--- src/sv/pcbd_pkg.sv ---
`timescale 1ns / 1ps
// Package for the pulse cycle bit decoder: widths, register map, reset values,
// configuration and result structs, mask helpers. No dependencies.
package pcbd_pkg;

   localparam int MAX_BITS      = 64;
   localparam int COUNT_W       = 7;
   localparam int PULSE_W       = 16;
   localparam int PERIOD_W      = 16;
   localparam int PERIODS_W     = 4;
   localparam int CSR_ADDR_W    = 4;
   localparam int CSR_DATA_W    = 32;
   localparam int SUM_W         = PULSE_W + 1;
   localparam int EXPECT_W      = PERIOD_W + PERIODS_W + 1;
   localparam int CMP_W         = EXPECT_W + 1;

   localparam logic [PERIOD_W-1:0]  PERIOD_RST = 16'd350;
   localparam logic [PERIODS_W-1:0] SHORT_RST  = 4'd1;
   localparam logic [PERIODS_W-1:0] LONG_RST   = 4'd3;
   localparam logic [COUNT_W-1:0]   FRAME_RST  = 7'd24;

   typedef enum logic [1:0] {
      REG_PERIOD = 2'd0,
      REG_SHORT  = 2'd1,
      REG_LONG   = 2'd2,
      REG_FRAME  = 2'd3
   } reg_index_type;

   typedef struct packed {
      logic [PERIOD_W-1:0]  period_us;
      logic [PERIODS_W-1:0] short_periods;
      logic [PERIODS_W-1:0] long_periods;
      logic [COUNT_W-1:0]   frame_length;
   } cfg_type;

   typedef struct packed {
      logic                emit;
      logic [MAX_BITS-1:0] frame_bits;
      logic [COUNT_W-1:0]  bit_count;
   } result_type;

   function automatic logic [MAX_BITS-1:0] low_mask(input logic [COUNT_W-1:0] n);
      logic [MAX_BITS-1:0] m;
      for (int i = 0; i < MAX_BITS; i++) begin
         m[i] = (COUNT_W'(i) < n);
      end
      return m;
   endfunction

   function automatic logic [COUNT_W-1:0] kept_length(input logic [COUNT_W-1:0] len);
      logic [COUNT_W-1:0] r;
      r = len;
      if (len == '0) begin
         r = COUNT_W'(1);
      end else if (len > COUNT_W'(MAX_BITS)) begin
         r = COUNT_W'(MAX_BITS);
      end
      return r;
   endfunction

endpackage

--- src/sv/pcbd_if.sv ---
`timescale 1ns / 1ps
// Valid/ready channel interfaces for pulse transactions and frame transactions.
// Depends on pcbd_pkg.
interface pcbd_req_if;
   logic                         valid;
   logic                         ready;
   logic                         level;
   logic [pcbd_pkg::PULSE_W-1:0] pulse_us;

   modport source (output valid, output level, output pulse_us, input ready);
   modport sink (input valid, input level, input pulse_us, output ready);
endinterface

interface pcbd_rsp_if;
   logic                          valid;
   logic                          ready;
   logic [pcbd_pkg::MAX_BITS-1:0] frame_bits;
   logic [pcbd_pkg::COUNT_W-1:0]  bit_count;

   modport source (output valid, output frame_bits, output bit_count, input ready);
   modport sink (input valid, input frame_bits, input bit_count, output ready);
endinterface

--- src/sv/pcbd_core.sv ---
`timescale 1ns / 1ps
// Decode datapath: frame state, timing window check and bit shifter.
// Depends on pcbd_pkg.
module pcbd_core (
   input  logic                         clock,
   input  logic                         reset,
   input  pcbd_pkg::cfg_type            cfg,
   input  logic                         fire,
   input  logic                         level,
   input  logic [pcbd_pkg::PULSE_W-1:0] pulse_us,
   output pcbd_pkg::result_type         result
);

   logic [pcbd_pkg::PULSE_W-1:0]  high_time_ff, high_time_in;
   logic [pcbd_pkg::MAX_BITS-1:0] bit_shift_ff, bit_shift_in;
   logic [pcbd_pkg::COUNT_W-1:0]  bit_position_ff, bit_position_in;

   logic [pcbd_pkg::SUM_W-1:0]      sum;
   logic [pcbd_pkg::PERIODS_W:0]    periods;
   logic [pcbd_pkg::EXPECT_W-1:0]   expected;
   logic [pcbd_pkg::PERIOD_W-2:0]   tol;
   logic                            in_window;
   logic                            bit_val;
   logic [pcbd_pkg::COUNT_W-1:0]    len;
   logic [pcbd_pkg::COUNT_W-1:0]    pos_inc;
   logic [pcbd_pkg::COUNT_W-1:0]    npos;

   always_comb begin
      sum      = pcbd_pkg::SUM_W'(pulse_us) + pcbd_pkg::SUM_W'(high_time_ff);
      periods  = (pcbd_pkg::PERIODS_W+1)'(cfg.short_periods)
               + (pcbd_pkg::PERIODS_W+1)'(cfg.long_periods);
      expected = pcbd_pkg::EXPECT_W'(periods) * pcbd_pkg::EXPECT_W'(cfg.period_us);
      tol      = cfg.period_us[pcbd_pkg::PERIOD_W-1:1];
      in_window = ((pcbd_pkg::CMP_W'(sum) + pcbd_pkg::CMP_W'(tol))
                   >= pcbd_pkg::CMP_W'(expected))
               && (pcbd_pkg::CMP_W'(sum)
                   <= (pcbd_pkg::CMP_W'(expected) + pcbd_pkg::CMP_W'(tol)));
      bit_val  = high_time_ff > pulse_us;
      len      = pcbd_pkg::kept_length(cfg.frame_length);
      pos_inc  = bit_position_ff + pcbd_pkg::COUNT_W'(1);
      npos     = (pos_inc > len) ? len : pos_inc;

      high_time_in    = high_time_ff;
      bit_shift_in    = bit_shift_ff;
      bit_position_in = bit_position_ff;
      if (fire) begin
         if (level) begin
            high_time_in = pulse_us;
         end else if (in_window) begin
            bit_shift_in    = {bit_shift_ff[pcbd_pkg::MAX_BITS-2:0], bit_val}
                            & pcbd_pkg::low_mask(npos);
            bit_position_in = npos;
         end else begin
            bit_shift_in    = '0;
            bit_position_in = '0;
         end
      end

      // stored bits above the count are always zero
      result.emit       = !level && !in_window;
      result.frame_bits = bit_shift_ff;
      result.bit_count  = bit_position_ff;
   end

   always_ff @(posedge clock) begin
      if (reset) begin
         high_time_ff    <= '0;
         bit_shift_ff    <= '0;
         bit_position_ff <= '0;
      end else begin
         high_time_ff    <= high_time_in;
         bit_shift_ff    <= bit_shift_in;
         bit_position_ff <= bit_position_in;
      end
   end

endmodule

--- src/sv/pulse_cycle_bit_decoder_top.sv ---
`timescale 1ns / 1ps
// Top level of the pulse cycle bit decoder: CSR block, input and output registers.
// Depends on pcbd_pkg, pcbd_if.sv and pcbd_core.
//
// Usage:
//   req_ch carries one measured pulse per transaction (level, pulse_us).
//   rsp_ch carries one frame transaction (frame_bits, bit_count) each time a
//   low pulse closes a high/low pair that falls outside the timing window.
//   csr_* is an APB-style port: period_us at 0x0, short_periods at 0x4,
//   long_periods at 0x8, frame_length at 0xC. Write only while idle.
// Path: an accepted pulse waits in the input register and is decoded from there;
//   a frame it ends goes to the output register, which drives rsp_ch.
// Throughput: one pulse per cycle, limited by the single input register feeding
//   the decode stage, unless a frame-ending pulse waits on a full output register.
// Stall: with rsp_ch stalled and a frame held, pulses that emit nothing still
//   flow; the next frame-ending pulse waits in the input register, and
//   req_ch.ready drops once that register is full.
// Reset: synchronous; clears frame state, stored high time and the valid flags of
//   both channel registers, and loads the register defaults (350, 1, 3, 24).
module pulse_cycle_bit_decoder_top (
   input  logic                            clock,
   input  logic                            reset,
   pcbd_req_if.sink                        req_ch,
   pcbd_rsp_if.source                      rsp_ch,
   input  logic                            csr_psel,
   input  logic                            csr_penable,
   input  logic                            csr_pwrite,
   input  logic [pcbd_pkg::CSR_ADDR_W-1:0] csr_paddr,
   input  logic [pcbd_pkg::CSR_DATA_W-1:0] csr_pwdata,
   output logic [pcbd_pkg::CSR_DATA_W-1:0] csr_prdata,
   output logic                            csr_pready
);

   pcbd_pkg::cfg_type cfg_ff, cfg_in;
   pcbd_pkg::reg_index_type csr_index;
   logic csr_write;

   logic                         in_valid_ff, in_valid_in;
   logic                         in_level_ff, in_level_in;
   logic [pcbd_pkg::PULSE_W-1:0] in_pulse_ff, in_pulse_in;

   logic                          out_valid_ff, out_valid_in;
   logic [pcbd_pkg::MAX_BITS-1:0] out_bits_ff, out_bits_in;
   logic [pcbd_pkg::COUNT_W-1:0]  out_count_ff, out_count_in;

   pcbd_pkg::result_type result;
   logic out_load_ok;
   logic stage_fire;
   logic req_take;

   // configuration registers
   always_comb begin
      csr_index  = pcbd_pkg::reg_index_type'(csr_paddr[3:2]);
      csr_write  = csr_psel && csr_penable && csr_pwrite;
      csr_pready = 1'b1;
      cfg_in     = cfg_ff;
      if (csr_write) begin
         case (csr_index)
            pcbd_pkg::REG_PERIOD: cfg_in.period_us     = csr_pwdata[pcbd_pkg::PERIOD_W-1:0];
            pcbd_pkg::REG_SHORT:  cfg_in.short_periods = csr_pwdata[pcbd_pkg::PERIODS_W-1:0];
            pcbd_pkg::REG_LONG:   cfg_in.long_periods  = csr_pwdata[pcbd_pkg::PERIODS_W-1:0];
            pcbd_pkg::REG_FRAME:  cfg_in.frame_length  = csr_pwdata[pcbd_pkg::COUNT_W-1:0];
            default:              cfg_in = cfg_ff;
         endcase
      end
      case (csr_index)
         pcbd_pkg::REG_PERIOD: csr_prdata = pcbd_pkg::CSR_DATA_W'(cfg_ff.period_us);
         pcbd_pkg::REG_SHORT:  csr_prdata = pcbd_pkg::CSR_DATA_W'(cfg_ff.short_periods);
         pcbd_pkg::REG_LONG:   csr_prdata = pcbd_pkg::CSR_DATA_W'(cfg_ff.long_periods);
         pcbd_pkg::REG_FRAME:  csr_prdata = pcbd_pkg::CSR_DATA_W'(cfg_ff.frame_length);
         default:              csr_prdata = '0;
      endcase
   end

   always_ff @(posedge clock) begin
      if (reset) begin
         cfg_ff.period_us     <= pcbd_pkg::PERIOD_RST;
         cfg_ff.short_periods <= pcbd_pkg::SHORT_RST;
         cfg_ff.long_periods  <= pcbd_pkg::LONG_RST;
         cfg_ff.frame_length  <= pcbd_pkg::FRAME_RST;
      end else begin
         cfg_ff <= cfg_in;
      end
   end

   pcbd_core u_core (
      .clock    (clock),
      .reset    (reset),
      .cfg      (cfg_ff),
      .fire     (stage_fire),
      .level    (in_level_ff),
      .pulse_us (in_pulse_ff),
      .result   (result)
   );

   // handshake and channel registers
   always_comb begin
      out_load_ok  = !out_valid_ff || rsp_ch.ready;
      stage_fire   = in_valid_ff && (!result.emit || out_load_ok);
      req_ch.ready = !in_valid_ff || stage_fire;
      req_take     = req_ch.valid && req_ch.ready;

      in_valid_in = in_valid_ff;
      in_level_in = in_level_ff;
      in_pulse_in = in_pulse_ff;
      if (req_take) begin
         in_valid_in = 1'b1;
         in_level_in = req_ch.level;
         in_pulse_in = req_ch.pulse_us;
      end else if (stage_fire) begin
         in_valid_in = 1'b0;
      end

      out_valid_in = out_valid_ff;
      out_bits_in  = out_bits_ff;
      out_count_in = out_count_ff;
      if (stage_fire && result.emit) begin
         out_valid_in = 1'b1;
         out_bits_in  = result.frame_bits;
         out_count_in = result.bit_count;
      end else if (rsp_ch.ready) begin
         out_valid_in = 1'b0;
      end

      rsp_ch.valid      = out_valid_ff;
      rsp_ch.frame_bits = out_bits_ff;
      rsp_ch.bit_count  = out_count_ff;
   end

   always_ff @(posedge clock) begin
      if (reset) begin
         in_valid_ff  <= 1'b0;
         out_valid_ff <= 1'b0;
      end else begin
         in_valid_ff  <= in_valid_in;
         out_valid_ff <= out_valid_in;
      end
      in_level_ff  <= in_level_in;
      in_pulse_ff  <= in_pulse_in;
      out_bits_ff  <= out_bits_in;
      out_count_ff <= out_count_in;
   end

   // checks
   a_count_range: assert property (@(posedge clock) disable iff (reset)
      out_valid_ff |-> (out_count_ff <= pcbd_pkg::COUNT_W'(pcbd_pkg::MAX_BITS)))
      else $error("frame count above maximum");

   a_bits_clean: assert property (@(posedge clock) disable iff (reset)
      out_valid_ff |-> ((out_bits_ff & ~pcbd_pkg::low_mask(out_count_ff)) == '0))
      else $error("frame bits set above count");

   a_emit_lands: assert property (@(posedge clock) disable iff (reset)
      (stage_fire && result.emit) |=> out_valid_ff)
      else $error("frame transaction lost");

   a_pulse_held: assert property (@(posedge clock) disable iff (reset)
      (in_valid_ff && !stage_fire) |=> (in_valid_ff && $stable(in_pulse_ff)))
      else $error("pending pulse dropped");

endmodule

--- src/flat_wrapper.sv ---
// flat-port wrapper written by rule: the top's interface ports become plain ports
module pulse_cycle_bit_decoder_top_flat 
  (clock, reset, csr_psel, csr_penable, csr_pwrite, csr_paddr, csr_pwdata, csr_prdata, csr_pready, req_ch_valid, req_ch_level, req_ch_pulse_us, req_ch_ready, rsp_ch_valid, rsp_ch_frame_bits, rsp_ch_bit_count, rsp_ch_ready);
  pcbd_req_if req_ch_i ();
  pcbd_rsp_if rsp_ch_i ();
  input  logic clock;
  input  logic reset;
  input  logic csr_psel;
  input  logic csr_penable;
  input  logic csr_pwrite;
  input  logic [pcbd_pkg::CSR_ADDR_W-1:0] csr_paddr;
  input  logic [pcbd_pkg::CSR_DATA_W-1:0] csr_pwdata;
  output logic [pcbd_pkg::CSR_DATA_W-1:0] csr_prdata;
  output logic csr_pready;
  input wire logic [$bits(req_ch_i.valid)-1:0] req_ch_valid;
  input wire logic [$bits(req_ch_i.level)-1:0] req_ch_level;
  input wire logic [$bits(req_ch_i.pulse_us)-1:0] req_ch_pulse_us;
  output wire logic [$bits(req_ch_i.ready)-1:0] req_ch_ready;
  output wire logic [$bits(rsp_ch_i.valid)-1:0] rsp_ch_valid;
  output wire logic [$bits(rsp_ch_i.frame_bits)-1:0] rsp_ch_frame_bits;
  output wire logic [$bits(rsp_ch_i.bit_count)-1:0] rsp_ch_bit_count;
  input wire logic [$bits(rsp_ch_i.ready)-1:0] rsp_ch_ready;
  assign req_ch_i.valid = req_ch_valid;
  assign req_ch_i.level = req_ch_level;
  assign req_ch_i.pulse_us = req_ch_pulse_us;
  assign req_ch_ready = req_ch_i.ready;
  assign rsp_ch_valid = rsp_ch_i.valid;
  assign rsp_ch_frame_bits = rsp_ch_i.frame_bits;
  assign rsp_ch_bit_count = rsp_ch_i.bit_count;
  assign rsp_ch_i.ready = rsp_ch_ready;
  pulse_cycle_bit_decoder_top u_core (.clock(clock), .reset(reset), .req_ch(req_ch_i), .rsp_ch(rsp_ch_i), .csr_psel(csr_psel), .csr_penable(csr_penable), .csr_pwrite(csr_pwrite), .csr_paddr(csr_paddr), .csr_pwdata(csr_pwdata), .csr_prdata(csr_prdata), .csr_pready(csr_pready));
endmodule
--- config.mk ---
export PLATFORM = sky130hd
export DESIGN_NAME = pulse_cycle_bit_decoder_top_flat
export DESIGN_NICKNAME = d
export VERILOG_FILES = /design/src/sv/pcbd_pkg.sv /design/src/sv/pcbd_if.sv /design/src/sv/pcbd_core.sv /design/src/sv/pulse_cycle_bit_decoder_top.sv /design/src/flat_wrapper.sv
export SDC_FILE = /design/constraint.sdc
export NUM_CORES = 1
export LEC_CHECK = 0
export BUFFER_PORTS_ARGS = -buffer_cell sky130_fd_sc_hd__buf_2
export CORE_ASPECT_RATIO = 0.75
export CORE_UTILIZATION = 50
export CTS_BUF_LIST = sky130_fd_sc_hd__clkbuf_2
export DETAILED_ROUTE_END_ITERATION = 8
export MAX_ROUTING_LAYER = met4
export PLACE_DENSITY = 0.73
export SLEW_MARGIN = 20
export SYNTH_ARGS = -nofsm -noshare
export SYNTH_HDL_FRONTEND = slang
export SYNTH_SLANG_ARGS = --single-unit
--- constraint.sdc ---
create_clock -name clock -period 12 [get_ports clock]
set_clock_uncertainty 0.05 [all_clocks]
set_input_delay 1.8 -clock clock [delete_from_list [all_inputs] [get_ports clock]]
set_output_delay 1.8 -clock clock [all_outputs]
set_load 0.02 [all_outputs]
# --- After elaboration in Yosys (flattened, before gate mapping) ---
# Index checks and enable logic that the tools add are counted.
word_totals:
  register_bits: 208
  in_bits: 60
  output_inout_bits: 106
  elab_cells: 128
op_classes:
  n_addsub: 5
  multipliers: 1
  order_cmp: 69
  n_eq_ne: 3
  muxes: 10
  n_bitwise: 2
  n_reduce_logical: 25
ops:
  columns: ["operator", "count"]
  rows:
  - ["$lt 6x7->1 const A", 32]
  - ["$pmux 32 s4", 1]
  - ["$lt 5x7->1 const A", 16]
  - ["$and 64x64->64", 1]
  - ["$mux 64", 1]
  - ["$lt 4x7->1 const A", 8]
  - ["$lt 3x7->1 const A", 4]
  - ["$mux 7", 4]
  - ["$add 21x15->22", 1]
  - ["$le 17x22->1", 1]
  - ["$ge 18x21->1", 1]
  - ["$mul 5x16->21", 1]
  - ["$add 17x15->18", 1]
  - ["$add 16x16->17", 1]
  - ["$gt 16x16->1", 1]
  - ["$lt 1x7->1 const A", 2]
  - ["$lt 2x7->1 const A", 2]
  - ["$reduce_and 2->1", 6]
  - ["$add 7x1->7 const B", 1]
  - ["$gt 7x7->1", 1]
  - ["$gt 7x7->1 const B", 1]
  - ["$logic_and 1x1->1", 7]
  - ["$logic_not 7->1", 1]
  - ["$add 4x4->5", 1]
  - ["other kinds (8)", 19]

# --- Depth between registers and ports, before layout ---
logic_depth:
  word_depth: 13
  depth_mapped: 42
  mapped_depth_nobuf: 39

# --- Modules after synthesis ---
# Synthesis repeated with hierarchy kept, for this count alone.
unflattened:
  hier_cells: 1514
  hier_area_um2: 14222.4
modules_own_cells:
  columns: ["mod", "instances", "cells_per_inst", "area_per_inst_um2", "seq_area_each_um2"]
  rows:
  - ["pcbd_core", 1, 1237, 9850.7, 1741.7]
  - ["pulse_cycle_bit_decoder_top", 1, 277, 4371.7, 3303.2]

# --- Worst setup path after synthesis ---
# OpenSTA, ideal clock, no wires.
synth_path:
  kind: "register to register"
  startpoint: "reg u_core.cfg_ff[7] in the netlist's numbering"
  endpoint: "reg u_core.out_count_ff, in the netlist u_core.rsp_ch.bit_count[0], enable pin"
  setup_ns: 0.500
  t_arrival_ns: 10.951
  required_time_ns: 11.450
  setup_slack_ns: 0.499
  path_stages_with_launch: 38
  path_buffers: 3
  synth_period_minus_slack_ns: 11.501
  path_cell_list: "dfxtp_1 -> ha_1 -> inv_1 -> fa_1 -> nor2b_1 -> o21ai_0 -> nand2b_1 -> clkbuf_1 -> nand2_1 -> fa_1 -> fa_1 -> fa_1 -> inv_1 -> ha_1 -> nor2b_1 -> o31a_1 -> o21ai_0 -> nand2_1 -> [... 2 more ...] -> xor2_1 -> ha_1 -> a21o_1 -> a21o_1 -> a21oi_1 -> a31oi_1 -> xor2_1 -> ha_1 -> nand2_1 -> or4_1 -> a31o_1 -> a31o_1 -> a2111oi_2 -> and4_1 -> and4bb_1 -> buf_6 -> buf_2 -> nor2_1"
synth_between:
  elab_chain_len: 11
  elab_cells_between_ends: 12
  classes_between: "add/sub: 2; mul: 1; order compare: 2; reduce/logical: 7"
synth_lines:
  columns: ["element", "line_no", "text"]
  rows:
  - ["start, declared", "pulse_cycle_bit_decoder_top.sv:34", "pcbd_pkg::cfg_type cfg_ff, cfg_in;"]
  - ["start signal, assigned", "pulse_cycle_bit_decoder_top.sv:82", "cfg_ff <= cfg_in;"]
  - ["$add 4x4->5 (*)", "pcbd_core.sv:31", "+ (pcbd_pkg::PERIODS_W+1)'(cfg.long_periods);"]
  - ["$mul 5x16->21 (*)", "pcbd_core.sv:32", "expected = pcbd_pkg::EXPECT_W'(periods) * pcbd_pkg::EXPECT_W'(cfg.period_us);"]
  - ["$add 21x15->22", "pcbd_core.sv:37", "<= (pcbd_pkg::CMP_W'(expected) + pcbd_pkg::CMP_W'(tol)));"]
  - ["$le 17x22->1", "pcbd_core.sv:37", null]
  - ["$logic_and 1x1->1 (*)", "pcbd_core.sv:36", "&& (pcbd_pkg::CMP_W'(sum)"]
  - ["$logic_not 1->1 (*)", "pcbd_core.sv:60", "result.emit = !level && !in_window;"]
  - ["$logic_and 1x1->1 (*)", "pcbd_core.sv:60", null]
  - ["$logic_not 1->1", "pulse_cycle_bit_decoder_top.sv:99", "stage_fire = in_valid_ff && (!result.emit || out_load_ok);"]
  - ["$logic_or 1x1->1", "pulse_cycle_bit_decoder_top.sv:99", null]
  - ["$logic_and 1x1->1", "pulse_cycle_bit_decoder_top.sv:99", null]
  - ["$logic_and 1x1->1 (*)", "pulse_cycle_bit_decoder_top.sv:117", "if (stage_fire && result.emit) begin"]
  - ["end signal, assigned", "pulse_cycle_bit_decoder_top.sv:141", "out_count_ff <= out_count_in;"]
  - ["end, declared", "pulse_cycle_bit_decoder_top.sv:44", "logic [pcbd_pkg::COUNT_W-1:0] out_count_ff, out_count_in;"]
# Every way passes the cells marked *; elsewhere a longest branch is shown, timed or not.
# A chain may end at the register's enable or synchronous reset.

# --- Worst setup path in the final report ---
layout_path:
  startpoint: "reg u_core.cfg_ff[7] in the netlist's numbering"
  endpoint: "out req_ch_ready"
layout_between:
  elab_chain_len: 11
  elab_cells_between_ends: 12
  classes_between: "add/sub: 2; mul: 1; order compare: 2; reduce/logical: 7"
layout_lines:
  columns: ["element", "line_no", "text"]
  rows:
  - ["$add 4x4->5 (*)", "pcbd_core.sv:31", null]
  - ["$mul 5x16->21 (*)", "pcbd_core.sv:32", null]
  - ["$add 21x15->22", "pcbd_core.sv:37", null]
  - ["$le 17x22->1", "pcbd_core.sv:37", null]
  - ["$logic_and 1x1->1 (*)", "pcbd_core.sv:36", null]
  - ["$logic_not 1->1 (*)", "pcbd_core.sv:60", null]
  - ["$logic_and 1x1->1 (*)", "pcbd_core.sv:60", null]
  - ["$logic_not 1->1 (*)", "pulse_cycle_bit_decoder_top.sv:99", null]
  - ["$logic_or 1x1->1 (*)", "pulse_cycle_bit_decoder_top.sv:99", null]
  - ["$logic_and 1x1->1 (*)", "pulse_cycle_bit_decoder_top.sv:99", null]
  - ["$logic_or 1x1->1 (*)", "pulse_cycle_bit_decoder_top.sv:100", "req_ch.ready = !in_valid_ff || stage_fire;"]
  - ["end, declared", "flat_wrapper.sv:18", "output wire logic [$bits(req_ch_i.ready)-1:0] req_ch_ready;"]
# Marks and branches as above.

==> impl_metrics.env <==
export IMPL_core_area_sq_um=28400
export IMPL_start_kind="flip-flop"
export IMPL_path_buf_inv=3
export IMPL_cts_sinks=208
export IMPL_rows=53
export IMPL_arrival_ps=9670
export IMPL_r2r_cells=37
export IMPL_grt_overflow=0
export IMPL_syn_avg_cell_area_sq_um=9.40
export IMPL_io_buffers=130
export IMPL_synthTopCellsByArea="edfxtp_1 18%, dfxtp_1 16%, ha_1 12%"
export IMPL_hold_viol=0
export IMPL_yosys_area_top_type_share_pct=18.1
export IMPL_syn_to_final_growth_pct=10.1
export IMPL_timing_slew_headroom_pct=15.4
export IMPL_clk_latency_ps=820
export IMPL_critPathMaxStageDelay_ps=560
export IMPL_dr_pass1_iters=5
export IMPL_gr_usage_all_layers_pct=25.6
export IMPL_die_area_sq_um=29900
export IMPL_vias_per_cell=5.80
export IMPL_worstSetupPathDepth=36
export IMPL_power_density_nw_per_um2=106
export IMPL_cts_max_level=2
export IMPL_chipWidth_um=199
export IMPL_dr_total_vias=12264
export IMPL_synth_area_sq_um=14600
export IMPL_initial_utilization_pct=51.4
export IMPL_clock_fmax_mhz=86.8
export IMPL_dpl_hpwl_um=27600
export IMPL_die_h_um=150
export IMPL_multi_input_area_sq_um=8870
export IMPL_grt_pass1_vias=11424
export IMPL_root_buffer="clkbuf_2"
export IMPL_leakagePower_nw=7.04
export IMPL_path_class="reg -> out"
export IMPL_seq_area_sq_um=5040
export IMPL_netlist_instances=1553
export IMPL_clockBufferDepth=3
export IMPL_synth_area_leader_cell="edfxtp_1"
export IMPL_cap_violations=0
export IMPL_setup_violations=0
export IMPL_hp_class="reg -> reg"
export IMPL_drt_wl_total_um=37300
export IMPL_antenna_found_initial=1
export IMPL_synthArstFlopShare_pct=0
export IMPL_whs_ps=418
export IMPL_dr_first_iter_drc_count=1059
export IMPL_ctsHoldBuffers=0
export IMPL_hold_depth=0
export IMPL_met1_usage_pct=38.6
export IMPL_cts_buffers=48
export IMPL_synth_edf_count=88
export IMPL_yosysSeqAreaShare_pct=34.6
export IMPL_ys_warn_count=0
export IMPL_end_kind="output pin"
export IMPL_synthFlopType="dfxtp_1"
export IMPL_final_core_util_pct=56.6
export IMPL_worst_path_max_fanout=5
export IMPL_cp_slowest_cell="fa_1"
export IMPL_p_total_mw=1.70
export IMPL_cts_clk_slew_worst_paths_ps=130
export IMPL_min_period_over_period_pct=96.0
export IMPL_tightestPinTransition_ps=1230
export IMPL_grt_busiest_layer="met1"
export IMPL_yosys_cell_types_count=81
export IMPL_grtUsageMet3_pct=5.30
export IMPL_num_fill_cells=2546
export IMPL_wl_per_cell_um=17.7
export IMPL_period_needed_ps=11520
export IMPL_ir_worst_vdd_v=0.0000688
export IMPL_met2_usage_pct=34.5
export IMPL_slew_viol_final=0
export IMPL_antenna_left=0
export IMPL_final_nets=1931
export IMPL_drive_gt1_share_pct=15.6
export IMPL_cp_top_family="adder cells"
export IMPL_setup_tns_ps=0
export IMPL_grt_pass1_wl_um=58500
export IMPL_finalWeightedCongestion=0.916
export IMPL_ioPinCount=166
export IMPL_cts_tree="yes"
export IMPL_drc=0
export IMPL_grt_max_degree=71
export IMPL_ys_ff_latch=208
export IMPL_status="complete, no violations"
export IMPL_crit_required_ps=10150
[metrics by stage]
| stage | cell area (sq um) | instances | setup WS [ps] |
|---|---|---|---|
| after CTS | 15900 | 2107 | 42.7 |
| after floorplan | 14700 | 1568 | 499 |
| after detailed placement | 15500 | 2017 | 1030 |
| after global routing | 16100 | 2113 | -77.0 |
| after global placement | 15500 | 2017 | 1160 |
| final | 16100 | 2113 | 477 |
[what timing repair did]
item                       4_1_cts  5_1_grt
setup buffers                    0        4
setup endpoints to repair        0        1
resized for setup                0        9
hold endpoints to repair         0        0
[worst paths after layout]
| kind | from | to | slack [ps] |
|---|---|---|---|
| worst max-delay path | u_core.cfg_ff[7]$_SDFFE_PP1P_ | req_ch_ready | 480 |
| worst min-delay path | u_core.u_core.bit_shift_ff[27]$_SDFFE_PP0P_ | u_core.rsp_ch.frame_bits[27]$_DFFE_PP_ | 420 |
| worst max register to register | u_core.cfg_ff[7]$_SDFFE_PP1P_ | u_core.u_core.bit_shift_ff[34]$_SDFFE_PP0P_ | 2140 |
| worst min register to register | u_core.u_core.bit_shift_ff[27]$_SDFFE_PP0P_ | u_core.rsp_ch.frame_bits[27]$_DFFE_PP_ | 420 |
[layout make-up]
| class | instances | share of cell area [%] |
|---|---|---|
| clock inverters | 15 | 0.405 |
| well taps | 385 | 3.00 |
| diodes | 1 | 0.0156 |
| multi-input cells | 1168 | 55.2 |
| repair buffers | 147 | 4.97 |
| flip-flops and latches | 208 | 31.4 |
| inverters | 114 | 2.66 |
| clock buffers | 75 | 2.34 |
[layout by cell type (no fill, tap or decap), types with 15 or more instances in the layout]
master	n
buf_2	130
edfxtp_1	88
nor2_1	69
a21o_1	23
mux2i_1	21
conb_1	17
o2bb2ai_1	30
dfxtp_1	120
nor2b_1	34
nand2_1	164
nand3_1	29
nor3_1	22
o211ai_1	41
and2_1	65
nand2b_1	18
inv_1	113
clkbuf_2	75
nand4_1	33
xnor2_1	36
xor2_1	23
o21ai_0	58
ha_1	137
a21oi_1	122
buf_4	15
fa_1	46
[where the power goes]
group / switching [mW] / internal [mW] / total [mW]
combinational: 0.304 / 0.182 / 0.485
sequential: 0.0114 / 0.751 / 0.763
clock: 0.283 / 0.166 / 0.450
total: 0.598 / 1.10 / 1.70
[cells by family after synthesis]
| kind of cell | after synthesis | share of synthesized area, % |
|---|---|---|
| xor gates and xnor gates | 61 | 3.66 |
| adders and majority gates | 184 | 18.1 |
| AOI/OAI and AO/OA | 392 | 18.4 |
| and+or+nand+nor | 481 | 16.8 |
| muxes | 33 | 2.65 |
| other | 2 | 0.0515 |
| DFF | 208 | 34.6 |
| buffers and inverters | 192 | 5.68 |
[worst reg2reg max path, delay by kind of cell (launching register included)]
| family | cells | cell delay (ps) |
|---|---|---|
| buffers and inverters | 3 | 620 |
| flip-flops | 1 | 380 |
| adder cells (fa/ha/maj) | 8 | 3140 |
| XOR/XNOR | 1 | 210 |
| AO/OA/AOI/OAI | 14 | 2590 |
| AND/OR/NAND/NOR | 11 | 2790 |
[cell usage after synthesis, drive strengths merged (10+ instances only)]
master   instances
o21a            12
edfxtp          88
xnor2           37
or3             10
mux2i           24
nor3            24
a21o            23
nand4           34
and2            65
nand2b          19
o21ai           62
xor2            24
nor2b           35
nand3           31
clkbuf          41
nor2            70
a21oi          124
inv            113
a211oi          14
buf             37
fa              46
o2bb2ai         30
nand2          164
a41o            13
dfxtp          120
ha             138
o2111a          11
o211ai          41
[registers in the layout, indices dropped and copies added, names as in the netlist, 7 cells and up]
signal                         count
u_core.u_core.bit_shift_ff        64
u_core.u_core.bit_position_ff      7
u_core.rsp_ch.frame_bits          64
u_core.in_pulse_ff                16
u_core.rsp_ch.bit_count            7
u_core.u_core.high_time_ff        16
u_core.cfg_ff                     31
[per-layer routing]
layer | routed length, um | up-vias
li1 | - | 5848
met1 | 18200 | 5886
met2 | 15300 | 499
met3 | 3330 | 31
met4 | 411 | 0
met5 | 0 | -
Power figures use the tool's default switching activity.
